### src/rtl/gopd_pkg.sv
// Package for the glyph outline point decoder: field codes, flag bits,
// error codes and the command, status and result structs. No dependencies.
package gopd_pkg;

    localparam int MAX_POINTS_DEF   = 64;
    localparam int MAX_CONTOURS_DEF = 16;

    localparam logic [15:0] SCALE_RESET = 16'd1024;

    // packed flag bits held per point
    localparam int FL_ON     = 0;
    localparam int FL_XSHORT = 1;
    localparam int FL_YSHORT = 2;
    localparam int FL_XSAME  = 3;
    localparam int FL_YSAME  = 4;

    // error codes
    localparam logic [1:0] ERR_OK        = 2'd0;
    localparam logic [1:0] ERR_COMPOSITE = 2'd1;
    localparam logic [1:0] ERR_POINTS    = 2'd2;
    localparam logic [1:0] ERR_CONTOURS  = 2'd3;

    // delta source select
    localparam logic [1:0] DS_ZERO  = 2'd0;
    localparam logic [1:0] DS_SHORT = 2'd1;
    localparam logic [1:0] DS_WORD  = 2'd2;

    typedef struct packed {
        logic       glyph_init;
        logic       latch_byte;
        logic       bc_clr;
        logic       bc_inc;
        logic       bc_set1;
        logic       bc_dec;
        logic       bc_load;
        logic       set_ct;
        logic       set_bx;
        logic       set_by;
        logic       set_end;
        logic       set_pt;
        logic       pi_clr;
        logic       pi_inc;
        logic       flag_wr;
        logic       flag_rep;
        logic       latch_flag;
        logic       rep_load;
        logic       rep_dec;
        logic       x_wr;
        logic [1:0] x_sel;
        logic       y_add;
        logic [1:0] y_sel;
        logic       stage;
        logic       out_pt;
        logic       out_err;
        logic [1:0] err_code;
    } t_cmd;

    typedef struct packed {
        logic       bc_zero;
        logic       bc_one;
        logic       bc_odd;
        logic       bc_is3;
        logic       bc_is5;
        logic       bc_is9;
        logic       word_neg;
        logic       word_gt_mc;
        logic       word_zero;
        logic       word_ge_mp;
        logic       ends_last;
        logic       pi_done;
        logic       rep_zero;
        logic       byte_rep;
        logic [4:0] fl;
        logic       out_free;
    } t_sts;

    typedef struct packed {
        logic [15:0] x_offset;
        logic [15:0] y_offset;
        logic [23:0] x_scaled;
        logic [23:0] y_scaled;
        logic        on_curve;
        logic        contour_last;
        logic        glyph_last;
        logic [1:0]  error_code;
    } t_res;

endpackage

### src/rtl/gopd_ifs.sv
// Channel interfaces of the glyph outline point decoder: byte input,
// point output and configuration write. No dependencies.
interface gopd_in_if;
    logic       valid;
    logic       ready;
    logic [7:0] data_byte;
    logic       glyph_start;
    modport source (output valid, data_byte, glyph_start, input ready);
    modport sink   (input valid, data_byte, glyph_start, output ready);
endinterface

interface gopd_out_if;
    logic        valid;
    logic        ready;
    logic [15:0] x_offset;
    logic [15:0] y_offset;
    logic [23:0] x_scaled;
    logic [23:0] y_scaled;
    logic        on_curve;
    logic        contour_last;
    logic        glyph_last;
    logic [1:0]  error_code;
    modport source (output valid, x_offset, y_offset, x_scaled, y_scaled, on_curve,
                    contour_last, glyph_last, error_code, input ready);
    modport sink   (input valid, x_offset, y_offset, x_scaled, y_scaled, on_curve,
                    contour_last, glyph_last, error_code, output ready);
endinterface

interface gopd_cfg_if;
    logic        valid;
    logic        ready;
    logic [15:0] data;
    modport source (output valid, data, input ready);
    modport sink   (input valid, data, output ready);
endinterface

### src/rtl/glyph_outline_point_decoder.sv
// Top level of the glyph outline point decoder: joins controller and datapath
// to the byte, point and configuration channels. Uses gopd_pkg, gopd_ifs, gopd_ctrl, gopd_dp.
//
//  channel  | dir | payload                                   | handshake
//  i_in     | in  | data_byte, glyph_start                    | valid/ready
//  o_out    | out | offsets, scaled Q16.8, on/contour/glyph/err| valid/ready
//  i_cfg    | in  | scale_factor (16 bit)                     | valid/ready, always ready
//
// Header, end and skip bytes and a flag byte with the repeat bit are taken in S_IN;
// any other flag byte passes S_FCHK, a repeat count S_REP and S_FCHK. The last
// byte of an X point passes S_XF and S_XC, that of a Y point S_E1, S_E2 (which
// waits for a free output), S_YF and S_YC, and each point with no delta bytes
// repeats that pass; the registered read of the flag and X memories sets these steps.
// Reset is synchronous, active low; the memories need no clearing.
// The output register frees the input side; a stalled output holds only the next point.
module glyph_outline_point_decoder #(
    parameter int MAX_POINTS   = gopd_pkg::MAX_POINTS_DEF,
    parameter int MAX_CONTOURS = gopd_pkg::MAX_CONTOURS_DEF
) (
    input  logic       i_clk,
    input  logic       i_rst_n,
    gopd_in_if.sink    i_in,
    gopd_out_if.source o_out,
    gopd_cfg_if.sink   i_cfg
);
    gopd_pkg::t_cmd cmd;
    gopd_pkg::t_sts sts;
    gopd_pkg::t_res res;

    assign i_cfg.ready = 1'b1;

    gopd_ctrl u_ctrl (
        .i_clk         (i_clk),
        .i_rst_n       (i_rst_n),
        .i_in_valid    (i_in.valid),
        .i_glyph_start (i_in.glyph_start),
        .o_in_ready    (i_in.ready),
        .i_sts         (sts),
        .o_cmd         (cmd)
    );

    gopd_dp #(
        .MAX_POINTS   (MAX_POINTS),
        .MAX_CONTOURS (MAX_CONTOURS)
    ) u_dp (
        .i_clk       (i_clk),
        .i_rst_n     (i_rst_n),
        .i_cmd       (cmd),
        .o_sts       (sts),
        .i_byte      (i_in.data_byte),
        .i_cfg_we    (i_cfg.valid),
        .i_cfg_data  (i_cfg.data),
        .i_out_ready (o_out.ready),
        .o_out_valid (o_out.valid),
        .o_res       (res)
    );

    // drive the output word
    assign o_out.x_offset     = res.x_offset;
    assign o_out.y_offset     = res.y_offset;
    assign o_out.x_scaled     = res.x_scaled;
    assign o_out.y_scaled     = res.y_scaled;
    assign o_out.on_curve     = res.on_curve;
    assign o_out.contour_last = res.contour_last;
    assign o_out.glyph_last   = res.glyph_last;
    assign o_out.error_code   = res.error_code;

endmodule

### src/rtl/gopd_dp.sv
// Datapath of the glyph outline point decoder: counters, flag and X memories,
// accumulators, scaling multipliers and the output register. Uses gopd_pkg.
module gopd_dp #(
    parameter int MAX_POINTS   = gopd_pkg::MAX_POINTS_DEF,
    parameter int MAX_CONTOURS = gopd_pkg::MAX_CONTOURS_DEF
) (
    input  logic            i_clk,
    input  logic            i_rst_n,
    input  gopd_pkg::t_cmd  i_cmd,
    output gopd_pkg::t_sts  o_sts,
    input  logic [7:0]      i_byte,
    input  logic            i_cfg_we,
    input  logic [15:0]     i_cfg_data,
    input  logic            i_out_ready,
    output logic            o_out_valid,
    output gopd_pkg::t_res  o_res
);
    localparam int AW = (MAX_POINTS > 1) ? $clog2(MAX_POINTS) : 1;
    localparam int PW = $clog2(MAX_POINTS + 1);
    localparam int CW = $clog2(MAX_CONTOURS + 1);

    logic [15:0]         r_scale;
    logic [15:0]         r_bc;
    logic [7:0]          r_latch;
    logic [CW-1:0]       r_ct;
    logic [15:0]         r_bmx, r_bmy;
    logic [PW-1:0]       r_pi, r_pt;
    logic [7:0]          r_rep;
    logic [15:0]         r_rx, r_ry;
    logic [MAX_POINTS-1:0] r_end;
    logic [4:0]          flag_mem [MAX_POINTS];
    logic [15:0]         x_mem [MAX_POINTS];
    logic [4:0]          r_fl;
    logic [15:0]         r_xr;
    logic [15:0]         r_xo, r_yo;
    logic                r_on, r_cl, r_gl;
    logic                r_ov;
    gopd_pkg::t_res      r_res;

    logic [15:0]   word;
    logic [4:0]    f_byte;
    logic [AW-1:0] pi_a;
    logic [15:0]   dx, dy, n_rx, n_ry;
    logic          fl_en;
    logic [31:0]   mx, my;

    assign word   = {r_latch, i_byte};
    assign f_byte = {i_byte[5:4], i_byte[2:0]};
    assign pi_a   = r_pi[AW-1:0];
    assign fl_en  = i_cmd.flag_wr && (r_pi < r_pt);

    // select deltas
    always_comb begin
        case (i_cmd.x_sel)
            gopd_pkg::DS_SHORT: dx = r_fl[gopd_pkg::FL_XSAME] ? {8'd0, i_byte}
                                                              : 16'd0 - {8'd0, i_byte};
            gopd_pkg::DS_WORD:  dx = word;
            default:            dx = 16'd0;
        endcase
        case (i_cmd.y_sel)
            gopd_pkg::DS_SHORT: dy = r_fl[gopd_pkg::FL_YSAME] ? {8'd0, i_byte}
                                                              : 16'd0 - {8'd0, i_byte};
            gopd_pkg::DS_WORD:  dy = word;
            default:            dy = 16'd0;
        endcase
    end
    assign n_rx = r_rx + dx;
    assign n_ry = r_ry + dy;

    assign mx = r_xo * r_scale;
    assign my = r_yo * r_scale;

    // status back to the controller
    always_comb begin
        o_sts.bc_zero    = (r_bc == 16'd0);
        o_sts.bc_one     = (r_bc == 16'd1);
        o_sts.bc_odd     = r_bc[0];
        o_sts.bc_is3     = (r_bc == 16'd3);
        o_sts.bc_is5     = (r_bc == 16'd5);
        o_sts.bc_is9     = (r_bc == 16'd9);
        o_sts.word_neg   = word[15];
        o_sts.word_gt_mc = (word > 16'(MAX_CONTOURS));
        o_sts.word_zero  = (word == 16'd0);
        o_sts.word_ge_mp = (word >= 16'(MAX_POINTS));
        o_sts.ends_last  = (({1'b0, r_bc[15:1]} + 16'd1) >= 16'(r_ct));
        o_sts.pi_done    = (r_pi >= r_pt);
        o_sts.rep_zero   = (r_rep == 8'd0);
        o_sts.byte_rep   = i_byte[3];
        o_sts.fl         = r_fl;
        o_sts.out_free   = !r_ov || i_out_ready;
    end

    // control counters and header fields
    always_ff @(posedge i_clk) begin
        if (!i_rst_n) begin
            r_scale <= gopd_pkg::SCALE_RESET;
            r_bc    <= '0;
            r_latch <= '0;
            r_ct    <= '0;
            r_bmx   <= '0;
            r_bmy   <= '0;
            r_pi    <= '0;
            r_pt    <= '0;
            r_rep   <= '0;
            r_rx    <= '0;
            r_ry    <= '0;
            r_end   <= '0;
            r_ov    <= 1'b0;
        end else begin
            if (i_cfg_we) r_scale <= i_cfg_data;
            if (i_cmd.glyph_init) begin
                r_ct  <= '0;
                r_pt  <= '0;
                r_rep <= '0;
                r_rx  <= '0;
                r_ry  <= '0;
                r_end <= '0;
            end
            if (i_cmd.latch_byte) r_latch <= i_byte;
            if (i_cmd.latch_flag) r_latch <= {3'd0, f_byte};
            if (i_cmd.bc_clr)        r_bc <= '0;
            else if (i_cmd.bc_set1)  r_bc <= 16'd1;
            else if (i_cmd.bc_inc)   r_bc <= r_bc + 16'd1;
            else if (i_cmd.bc_dec)   r_bc <= r_bc - 16'd1;
            else if (i_cmd.bc_load)  r_bc <= word;
            if (i_cmd.set_ct) r_ct  <= CW'(word);
            if (i_cmd.set_bx) r_bmx <= word;
            if (i_cmd.set_by) r_bmy <= word;
            if (i_cmd.set_end) r_end[word[AW-1:0]] <= 1'b1;
            if (i_cmd.set_pt)  r_pt <= PW'(word[AW-1:0]) + PW'(1);
            if (i_cmd.glyph_init || i_cmd.pi_clr) r_pi <= '0;
            else if (i_cmd.pi_inc || i_cmd.x_wr || fl_en) r_pi <= r_pi + PW'(1);
            if (i_cmd.rep_load)     r_rep <= i_byte;
            else if (i_cmd.rep_dec) r_rep <= r_rep - 8'd1;
            if (i_cmd.x_wr)  r_rx <= n_rx;
            if (i_cmd.y_add) r_ry <= n_ry;
            // hold a word until taken
            if (i_cmd.out_pt || i_cmd.out_err) r_ov <= 1'b1;
            else if (i_out_ready)              r_ov <= 1'b0;
        end
    end

    // flag and X memories, registered read at the point index
    always_ff @(posedge i_clk) begin
        if (fl_en) flag_mem[pi_a] <= i_cmd.flag_rep ? r_latch[4:0] : f_byte;
        if (i_cmd.x_wr) x_mem[pi_a] <= n_rx;
        r_fl <= flag_mem[pi_a];
        r_xr <= x_mem[pi_a];
    end

    // offsets, then scaled result into the output register
    always_ff @(posedge i_clk) begin
        if (i_cmd.stage) begin
            r_xo <= r_xr - r_bmx;
            r_yo <= r_ry - r_bmy;
            r_on <= r_fl[gopd_pkg::FL_ON];
            r_cl <= r_end[pi_a];
            r_gl <= ((r_pi + PW'(1)) == r_pt);
        end
        if (i_cmd.out_pt) begin
            r_res.x_offset     <= r_xo;
            r_res.y_offset     <= r_yo;
            r_res.x_scaled     <= mx[31:8];
            r_res.y_scaled     <= my[31:8];
            r_res.on_curve     <= r_on;
            r_res.contour_last <= r_cl;
            r_res.glyph_last   <= r_gl;
            r_res.error_code   <= gopd_pkg::ERR_OK;
        end else if (i_cmd.out_err) begin
            r_res <= '{x_offset: 16'd0, y_offset: 16'd0, x_scaled: 24'd0,
                       y_scaled: 24'd0, on_curve: 1'b0, contour_last: 1'b0,
                       glyph_last: 1'b1, error_code: i_cmd.err_code};
        end
    end

    assign o_out_valid = r_ov;
    assign o_res       = r_res;

endmodule

### src/rtl/gopd_ctrl.sv
// Controller of the glyph outline point decoder: record phase and the
// sequencer for flag repeats, X and Y point passes and result loads. Uses gopd_pkg.
module gopd_ctrl (
    input  logic           i_clk,
    input  logic           i_rst_n,
    input  logic           i_in_valid,
    input  logic           i_glyph_start,
    output logic           o_in_ready,
    input  gopd_pkg::t_sts i_sts,
    output gopd_pkg::t_cmd o_cmd
);
    localparam logic [2:0] PH_IDLE   = 3'd0;
    localparam logic [2:0] PH_HEADER = 3'd1;
    localparam logic [2:0] PH_ENDS   = 3'd2;
    localparam logic [2:0] PH_INSLEN = 3'd3;
    localparam logic [2:0] PH_SKIP   = 3'd4;
    localparam logic [2:0] PH_FLAGS  = 3'd5;
    localparam logic [2:0] PH_XDATA  = 3'd6;
    localparam logic [2:0] PH_YDATA  = 3'd7;

    localparam logic [3:0] S_IN   = 4'd0;
    localparam logic [3:0] S_ERR  = 4'd1;
    localparam logic [3:0] S_FCHK = 4'd2;
    localparam logic [3:0] S_REP  = 4'd3;
    localparam logic [3:0] S_XF   = 4'd4;
    localparam logic [3:0] S_XC   = 4'd5;
    localparam logic [3:0] S_YF   = 4'd6;
    localparam logic [3:0] S_YC   = 4'd7;
    localparam logic [3:0] S_E1   = 4'd8;
    localparam logic [3:0] S_E2   = 4'd9;

    logic [3:0] r_state, n_state;
    logic [2:0] r_phase, n_phase;
    logic [1:0] r_err, n_err;

    assign o_in_ready = (r_state == S_IN);

    always_comb begin
        n_state = r_state;
        n_phase = r_phase;
        n_err   = r_err;
        o_cmd   = '0;
        o_cmd.err_code = r_err;
        unique case (r_state)
            S_IN: begin
                if (i_in_valid && i_glyph_start) begin
                    o_cmd.glyph_init = 1'b1;
                    o_cmd.latch_byte = 1'b1;
                    o_cmd.bc_set1    = 1'b1;
                    n_phase          = PH_HEADER;
                end else if (i_in_valid) begin
                    unique case (r_phase)
                        PH_IDLE: ;
                        PH_HEADER: begin
                            if (!i_sts.bc_odd) begin
                                o_cmd.latch_byte = 1'b1;
                                o_cmd.bc_inc     = 1'b1;
                            end else if (i_sts.bc_one) begin
                                if (i_sts.word_neg) begin
                                    n_err = gopd_pkg::ERR_COMPOSITE;
                                    n_state = S_ERR;
                                    n_phase = PH_IDLE;
                                end else if (i_sts.word_gt_mc) begin
                                    n_err = gopd_pkg::ERR_CONTOURS;
                                    n_state = S_ERR;
                                    n_phase = PH_IDLE;
                                end else if (i_sts.word_zero) begin
                                    n_phase = PH_IDLE;
                                end else begin
                                    o_cmd.set_ct = 1'b1;
                                    o_cmd.bc_inc = 1'b1;
                                end
                            end else begin
                                o_cmd.set_bx = i_sts.bc_is3;
                                o_cmd.set_by = i_sts.bc_is5;
                                if (i_sts.bc_is9) begin
                                    o_cmd.bc_clr = 1'b1;
                                    n_phase      = PH_ENDS;
                                end else begin
                                    o_cmd.bc_inc = 1'b1;
                                end
                            end
                        end
                        PH_ENDS: begin
                            if (!i_sts.bc_odd) begin
                                o_cmd.latch_byte = 1'b1;
                                o_cmd.bc_inc     = 1'b1;
                            end else if (i_sts.word_ge_mp) begin
                                n_err   = gopd_pkg::ERR_POINTS;
                                n_state = S_ERR;
                                n_phase = PH_IDLE;
                            end else begin
                                o_cmd.set_end = 1'b1;
                                if (i_sts.ends_last) begin
                                    o_cmd.set_pt = 1'b1;
                                    o_cmd.bc_clr = 1'b1;
                                    n_phase      = PH_INSLEN;
                                end else begin
                                    o_cmd.bc_inc = 1'b1;
                                end
                            end
                        end
                        PH_INSLEN: begin
                            if (i_sts.bc_zero) begin
                                o_cmd.latch_byte = 1'b1;
                                o_cmd.bc_set1    = 1'b1;
                            end else if (i_sts.word_zero) begin
                                o_cmd.bc_clr = 1'b1;
                                o_cmd.pi_clr = 1'b1;
                                n_phase      = PH_FLAGS;
                            end else begin
                                o_cmd.bc_load = 1'b1;
                                n_phase       = PH_SKIP;
                            end
                        end
                        PH_SKIP: begin
                            o_cmd.bc_dec = 1'b1;
                            if (i_sts.bc_one) begin
                                o_cmd.pi_clr = 1'b1;
                                n_phase      = PH_FLAGS;
                            end
                        end
                        PH_FLAGS: begin
                            if (i_sts.bc_zero) begin
                                o_cmd.flag_wr = 1'b1;
                                if (i_sts.byte_rep) begin
                                    o_cmd.latch_flag = 1'b1;
                                    o_cmd.bc_set1    = 1'b1;
                                end else begin
                                    n_state = S_FCHK;
                                end
                            end else begin
                                o_cmd.rep_load = 1'b1;
                                o_cmd.bc_clr   = 1'b1;
                                n_state        = S_REP;
                            end
                        end
                        PH_XDATA: begin
                            if (i_sts.fl[gopd_pkg::FL_XSHORT]) begin
                                o_cmd.x_wr  = 1'b1;
                                o_cmd.x_sel = gopd_pkg::DS_SHORT;
                                n_state     = S_XF;
                            end else if (i_sts.bc_zero) begin
                                o_cmd.latch_byte = 1'b1;
                                o_cmd.bc_set1    = 1'b1;
                            end else begin
                                o_cmd.bc_clr = 1'b1;
                                o_cmd.x_wr   = 1'b1;
                                o_cmd.x_sel  = gopd_pkg::DS_WORD;
                                n_state      = S_XF;
                            end
                        end
                        PH_YDATA: begin
                            if (i_sts.fl[gopd_pkg::FL_YSHORT]) begin
                                o_cmd.y_add = 1'b1;
                                o_cmd.y_sel = gopd_pkg::DS_SHORT;
                                n_state     = S_E1;
                            end else if (i_sts.bc_zero) begin
                                o_cmd.latch_byte = 1'b1;
                                o_cmd.bc_set1    = 1'b1;
                            end else begin
                                o_cmd.bc_clr = 1'b1;
                                o_cmd.y_add  = 1'b1;
                                o_cmd.y_sel  = gopd_pkg::DS_WORD;
                                n_state      = S_E1;
                            end
                        end
                        default: ;
                    endcase
                end
            end
            // load the error word once the output slot is free
            S_ERR: begin
                if (i_sts.out_free) begin
                    o_cmd.out_err = 1'b1;
                    n_state       = S_IN;
                end
            end
            // expand a repeat count one flag per cycle
            S_REP: begin
                if (i_sts.rep_zero || i_sts.pi_done) begin
                    n_state = S_FCHK;
                end else begin
                    o_cmd.flag_wr  = 1'b1;
                    o_cmd.flag_rep = 1'b1;
                    o_cmd.rep_dec  = 1'b1;
                end
            end
            S_FCHK: begin
                if (i_sts.pi_done) begin
                    o_cmd.pi_clr = 1'b1;
                    o_cmd.bc_clr = 1'b1;
                    n_phase      = PH_XDATA;
                    n_state      = S_XF;
                end else begin
                    n_state = S_IN;
                end
            end
            S_XF: n_state = S_XC;
            // pass points whose X delta takes no bytes
            S_XC: begin
                if (i_sts.pi_done) begin
                    o_cmd.pi_clr = 1'b1;
                    o_cmd.bc_clr = 1'b1;
                    n_phase      = PH_YDATA;
                    n_state      = S_YF;
                end else if (!i_sts.fl[gopd_pkg::FL_XSHORT] && i_sts.fl[gopd_pkg::FL_XSAME]) begin
                    o_cmd.x_wr  = 1'b1;
                    o_cmd.x_sel = gopd_pkg::DS_ZERO;
                    n_state     = S_XF;
                end else begin
                    n_state = S_IN;
                end
            end
            S_YF: n_state = S_YC;
            // emit points whose Y delta takes no bytes
            S_YC: begin
                if (i_sts.pi_done) begin
                    n_phase = PH_IDLE;
                    n_state = S_IN;
                end else if (!i_sts.fl[gopd_pkg::FL_YSHORT] && i_sts.fl[gopd_pkg::FL_YSAME]) begin
                    n_state = S_E1;
                end else begin
                    n_state = S_IN;
                end
            end
            S_E1: begin
                o_cmd.stage = 1'b1;
                n_state     = S_E2;
            end
            S_E2: begin
                if (i_sts.out_free) begin
                    o_cmd.out_pt = 1'b1;
                    o_cmd.pi_inc = 1'b1;
                    n_state      = S_YF;
                end
            end
            default: n_state = S_IN;
        endcase
    end

    always_ff @(posedge i_clk) begin
        if (!i_rst_n) begin
            r_state <= S_IN;
            r_phase <= PH_IDLE;
            r_err   <= gopd_pkg::ERR_OK;
        end else begin
            r_state <= n_state;
            r_phase <= n_phase;
            r_err   <= n_err;
        end
    end

endmodule

### src/flat_wrapper.sv
// flat-port wrapper written by rule: the top's interface ports become plain ports
module glyph_outline_point_decoder_flat 
#(
    parameter int MAX_POINTS   = gopd_pkg::MAX_POINTS_DEF,
    parameter int MAX_CONTOURS = gopd_pkg::MAX_CONTOURS_DEF
)
  (i_clk, i_rst_n, i_in_valid, i_in_data_byte, i_in_glyph_start, i_in_ready, o_out_valid, o_out_x_offset, o_out_y_offset, o_out_x_scaled, o_out_y_scaled, o_out_on_curve, o_out_contour_last, o_out_glyph_last, o_out_error_code, o_out_ready, i_cfg_valid, i_cfg_data, i_cfg_ready);
  gopd_in_if i_in_i ();
  gopd_out_if o_out_i ();
  gopd_cfg_if i_cfg_i ();
  input  logic i_clk;
  input  logic i_rst_n;
  input wire logic [$bits(i_in_i.valid)-1:0] i_in_valid;
  input wire logic [$bits(i_in_i.data_byte)-1:0] i_in_data_byte;
  input wire logic [$bits(i_in_i.glyph_start)-1:0] i_in_glyph_start;
  output wire logic [$bits(i_in_i.ready)-1:0] i_in_ready;
  output wire logic [$bits(o_out_i.valid)-1:0] o_out_valid;
  output wire logic [$bits(o_out_i.x_offset)-1:0] o_out_x_offset;
  output wire logic [$bits(o_out_i.y_offset)-1:0] o_out_y_offset;
  output wire logic [$bits(o_out_i.x_scaled)-1:0] o_out_x_scaled;
  output wire logic [$bits(o_out_i.y_scaled)-1:0] o_out_y_scaled;
  output wire logic [$bits(o_out_i.on_curve)-1:0] o_out_on_curve;
  output wire logic [$bits(o_out_i.contour_last)-1:0] o_out_contour_last;
  output wire logic [$bits(o_out_i.glyph_last)-1:0] o_out_glyph_last;
  output wire logic [$bits(o_out_i.error_code)-1:0] o_out_error_code;
  input wire logic [$bits(o_out_i.ready)-1:0] o_out_ready;
  input wire logic [$bits(i_cfg_i.valid)-1:0] i_cfg_valid;
  input wire logic [$bits(i_cfg_i.data)-1:0] i_cfg_data;
  output wire logic [$bits(i_cfg_i.ready)-1:0] i_cfg_ready;
  assign i_in_i.valid = i_in_valid;
  assign i_in_i.data_byte = i_in_data_byte;
  assign i_in_i.glyph_start = i_in_glyph_start;
  assign i_in_ready = i_in_i.ready;
  assign o_out_valid = o_out_i.valid;
  assign o_out_x_offset = o_out_i.x_offset;
  assign o_out_y_offset = o_out_i.y_offset;
  assign o_out_x_scaled = o_out_i.x_scaled;
  assign o_out_y_scaled = o_out_i.y_scaled;
  assign o_out_on_curve = o_out_i.on_curve;
  assign o_out_contour_last = o_out_i.contour_last;
  assign o_out_glyph_last = o_out_i.glyph_last;
  assign o_out_error_code = o_out_i.error_code;
  assign o_out_i.ready = o_out_ready;
  assign i_cfg_i.valid = i_cfg_valid;
  assign i_cfg_i.data = i_cfg_data;
  assign i_cfg_ready = i_cfg_i.ready;
  glyph_outline_point_decoder #(.MAX_POINTS(MAX_POINTS), .MAX_CONTOURS(MAX_CONTOURS)) u_core (.i_clk(i_clk), .i_rst_n(i_rst_n), .i_in(i_in_i), .o_out(o_out_i), .i_cfg(i_cfg_i));
endmodule
### config.mk
export PLATFORM = sky130hd
export DESIGN_NAME = glyph_outline_point_decoder_flat
export DESIGN_NICKNAME = d
export VERILOG_FILES = /design/src/rtl/gopd_pkg.sv /design/src/rtl/gopd_ifs.sv /design/src/rtl/glyph_outline_point_decoder.sv /design/src/rtl/gopd_dp.sv /design/src/rtl/gopd_ctrl.sv /design/src/flat_wrapper.sv
export SDC_FILE = /design/constraint.sdc
export NUM_CORES = 2
export LEC_CHECK = 0
export ABC_AREA = 1
export BUFFER_PORTS_ARGS = -buffer_cell sky130_fd_sc_hd__buf_2
export CORE_UTILIZATION = 40
export CTS_CLUSTER_SIZE = 25
export DETAILED_ROUTE_END_ITERATION = 8
export GPL_TIMING_DRIVEN = 0
export PLACE_DENSITY_LB_ADDON = 0.25
export SLEW_MARGIN = 40
export SYNTH_ARGS = -nofsm -noshare
export SYNTH_HDL_FRONTEND = slang
export SYNTH_SLANG_ARGS = --single-unit
### constraint.sdc
create_clock -name i_clk -period 14.18 [get_ports i_clk]
set_input_delay 0 -clock i_clk [delete_from_list [all_inputs] [get_ports i_clk]]
set_output_delay 0 -clock i_clk [all_outputs]
set_load 0.005 [all_outputs]
==> impl_results.md <==
* Status: finished, final reports clean
* CP arrival at 7.69 ns
* Post-synth ARST share at 0
* Commonest cells after routing, fill and taps aside: 1708 x nand2_1, 1462 x edfxtp_1, 1167 x inv_1, 390 x fa_1, 342 x a21oi_1
* Vias/cell at about 5.8
* GR Util met1 at 0.388
* Sw frac at 0.398
* Worst-case reg-to-reg path depth at 23
* DP Area at 95100 µm²
* Dpl ws at 7.08 ns
* Slew margin rel. at 0.353
* CORE AREA at approximately 210000 µm²
* 1st-iter DRT viols at ~9.8k
* Die area at around 220000 µm²
* H-tree Lvls at 4
* FF-to-FF Start: u_core.u_dp.r_xo[5]
* Root Driver: clkbuf_16
* Period utilization at 0.505
* Initial antenna violation count at 34
* Syn Area/Cell at around 11 µm²
* Post-synth EDFFs at between 1k and 1.5k
* Ys Warns at 0
* Hpwl dp at approximately 250 mm
* Clock share of power at 0.273
* Final Total Pwr at 16.9 mW
* Syn nets at 8657
* Setup TNS at 0 ns
* Area growth, synth to finish at 18.4%
* Max Cap Violations at 0
* Leak pwr at 38.9 nW
* Layout cells sized above 1 at 0.128
* Met3 Track Usage GR at 0.0990
* Min cycle time layout at between 7 and 8 ns
* Post-layout nets at roughly 9.4k
* Clock Latency Late Sink at 0.87 ns
* Final worst setup slack at ~7 ns
* Detail Route Antenna Nets at 0
* Io pins at 118
* DP Cell Count at between 10k and 15k
* Crit Path Max Fanout at 10
* Hold path depth at 4
* Critical Path Source: u_core.u_dp.r_xo[5]
* Hold_sp: i_cfg_valid
* RSZ-0062 raised after global routing: false
* CP endpoint kind: flip-flop
* Post-route DRC at 0
* Psw at between 6 and 7 mW
* Seq/Total Area, Yosys at 0.564
* CP startpoint kind: flip-flop
* Mapped Cells at around 7.9k
* Slew of the pin with the lowest slew margin at 0.970 ns
* Worst min-delay path category: input port to flip-flop
* Vias in the first global route at 64.0k
* All-Layer GR Usage at 0.309
* Fill cells at 19.3k
* Die Width at between 400 and 500 µm
* Maximum resistive drop on vdd at between 200 and 300 µV
* First-pass GRT wire length at ~470 mm
* Max clock buf depth at 3
* Fin cells at 11.6k
* Top Usage Layer GRT: met2
* Power per Cell Area at between 150 and 200 nW/µm²
* Total Routed Length at ~340 mm
* Total overflow reported by the global router at 0
* Seq pwr share at 0.327
* Worst-path clk slew at about 0.06 ns
* WS Path Type: flip-flop to flip-flop
* CTS tree: yes
* Required @ worst endpoint at around 15 ns
* Final setup fails at 0
* Routing usage on met2 at 0.463
* Cts bufs inserted at 177
* Yosys reg bits at about 1.7k
* Max-slew violation count at 0
* Synthesized area at between 80000 and 90000 µm²
* Initial Util at 0.404
* Gate power share at 0.400
* Finished layout cell area at between 100000 and 150000 µm²
* Die extent in y at around 470 µm
* GP Congestion at 0.983
* Number of I/O port buffers at ~110
* Internal power at between 10 and 15 mW
* Avg WL per Cell at between 20 and 30 µm
* CTS Sinks at 1690
* Largest net degree at the start of global routing at 51
* Rows at between 150 and 200
* Commonest non-fill, non-tap cell in the layout: nand2_1
* Post-synth cell types at 65
* Pre-antenna DRT Iters at 9
* Worst clock skew at approximately 0.068 ns
* Via count at about 67k
* F_max at between 0.1 and 0.15 GHz
* Main synth FF type: edfxtp_1
* Final Hold Viols at 0
per-stage QoR:
step                hold WS [ns]  utilization
detailed placement         0.238        0.447
floorplan                  0.126            -
global route               0.132        0.478
global placement           0.232        0.423
CTS                       0.0492        0.477
finish                     0.127        0.478
cells in the mapped netlist (all sizes together), types with 52 or more instances:
cell type,instances,area share
fa,390,0.091
o22ai,69,0.0050
xor2,76,0.0077
edfxtp,1462,0.51
nand4,206,0.015
ha,289,0.042
buf,79,0.0043
a22oi,209,0.018
nor3,170,0.010
dfxtp,228,0.053
nor2,342,0.016
nand2,1721,0.076
a221oi,138,0.014
clkbuf,323,0.014
nand3,191,0.011
inv,1185,0.052
a22o,52,0.0053
a21oi,343,0.020
o21ai,263,0.015
per-layer routing:
metal | vias up | share of wire | wire length, µm
met5 | - | 0.00056 | 190
met4 | 28 | 0.074 | 25100
met3 | 1081 | 0.12 | 42300
met2 | 4483 | 0.43 | 146000
met1 | 33300 | 0.37 | 126000
li1 | 28600 | - | -
layout make-up:
type,instances,area (µm²),area share
Antenna cell,21,52.6,0.000517
Buffer,402,1810,0.0178
Clock buffer,223,4660,0.0459
Clock inverter,103,992,0.00976
Inverter,1190,4470,0.0440
Multi-Input combinational cell,4666,32300,0.317
Sequential cell,1690,48500,0.477
Tap cell,2821,3530,0.0347
Timing Repair Buffer,521,5440,0.0535
logic make-up after synthesis:
logic type | synth area share
compound gates | 0.0901
buf+inv | 0.0704
xor+xnor | 0.00989
simple gates | 0.132
other cells | 0.0000437
flops | 0.564
fa+ha+maj | 0.133
worst max-delay path, stage by stage (launching register included):
cell	delay, ns
edfxtp_1	0.43
clkbuf_1	0.66
clkbuf_1	0.59
nand2_1	0.15
fa_1	0.51
inv_1	0.05
fa_1	0.49
inv_1	0.05
fa_1	0.54
inv_1	0.05
fa_1	0.45
fa_1	0.49
inv_1	0.05
fa_1	0.47
inv_1	0.04
ha_1	0.36
nand2_1	0.11
nor2_1	0.29
nand4_1	0.15
nand3_1	0.25
nand2_1	0.08
nand2_1	0.09
nor2_1	0.04
nor3b_1	0.45
power groups by stage:
stage	Clock, mW	Combinational, mW	Sequential (mW)
floorplan	0	4.41	5.62
global placement	0	6.50	5.67
detailed placement	0	6.59	5.64
CTS	4.63	6.67	5.54
global route	4.82	7.57	5.54
finish	4.62	6.77	5.54
registers in the layout (all words and copies together) (netlist names), 3 cells and up:
register,count
u_core.u_ctrl.r_state,4
u_core.u_dp.x_mem,1024
u_core.u_dp.r_pi,7
u_core.u_dp.o_res,85
u_core.u_dp.r_scale,16
u_core.u_dp.r_bc,16
u_core.u_dp.r_rep,8
u_core.u_dp.r_ct,5
u_core.u_dp.r_fl,5
u_core.u_dp.r_end,64
u_core.u_dp.r_yo,16
u_core.u_ctrl.r_phase,3
u_core.u_dp.r_ry,16
u_core.u_dp.r_bmy,16
u_core.u_dp.r_bmx,16
u_core.u_dp.r_latch,8
u_core.u_dp.r_rx,16
u_core.u_dp.r_xr,16
u_core.u_dp.r_pt,7
u_core.u_dp.r_xo,16
u_core.u_dp.flag_mem,320
path summary, 6_finish.rpt:
| path | to | slack [ns] |
|---|---|---|
| max | u_core.u_dp.o_res[44] | 7.02 |
| min | u_core.u_dp.r_scale[4] | 0.13 |
| max reg2reg | u_core.u_dp.o_res[44] | 7.02 |
| min reg2reg | u_core.u_dp.r_ct[2] | 0.46 |
repair_timing:
action,in CTS,in global routing
gates resized for setup,0,0
setup buffers,0,0
hold buffers,78,0
endpoints found under the hold margin,122,0
No activity file was read; power rests on OpenSTA's default activity.
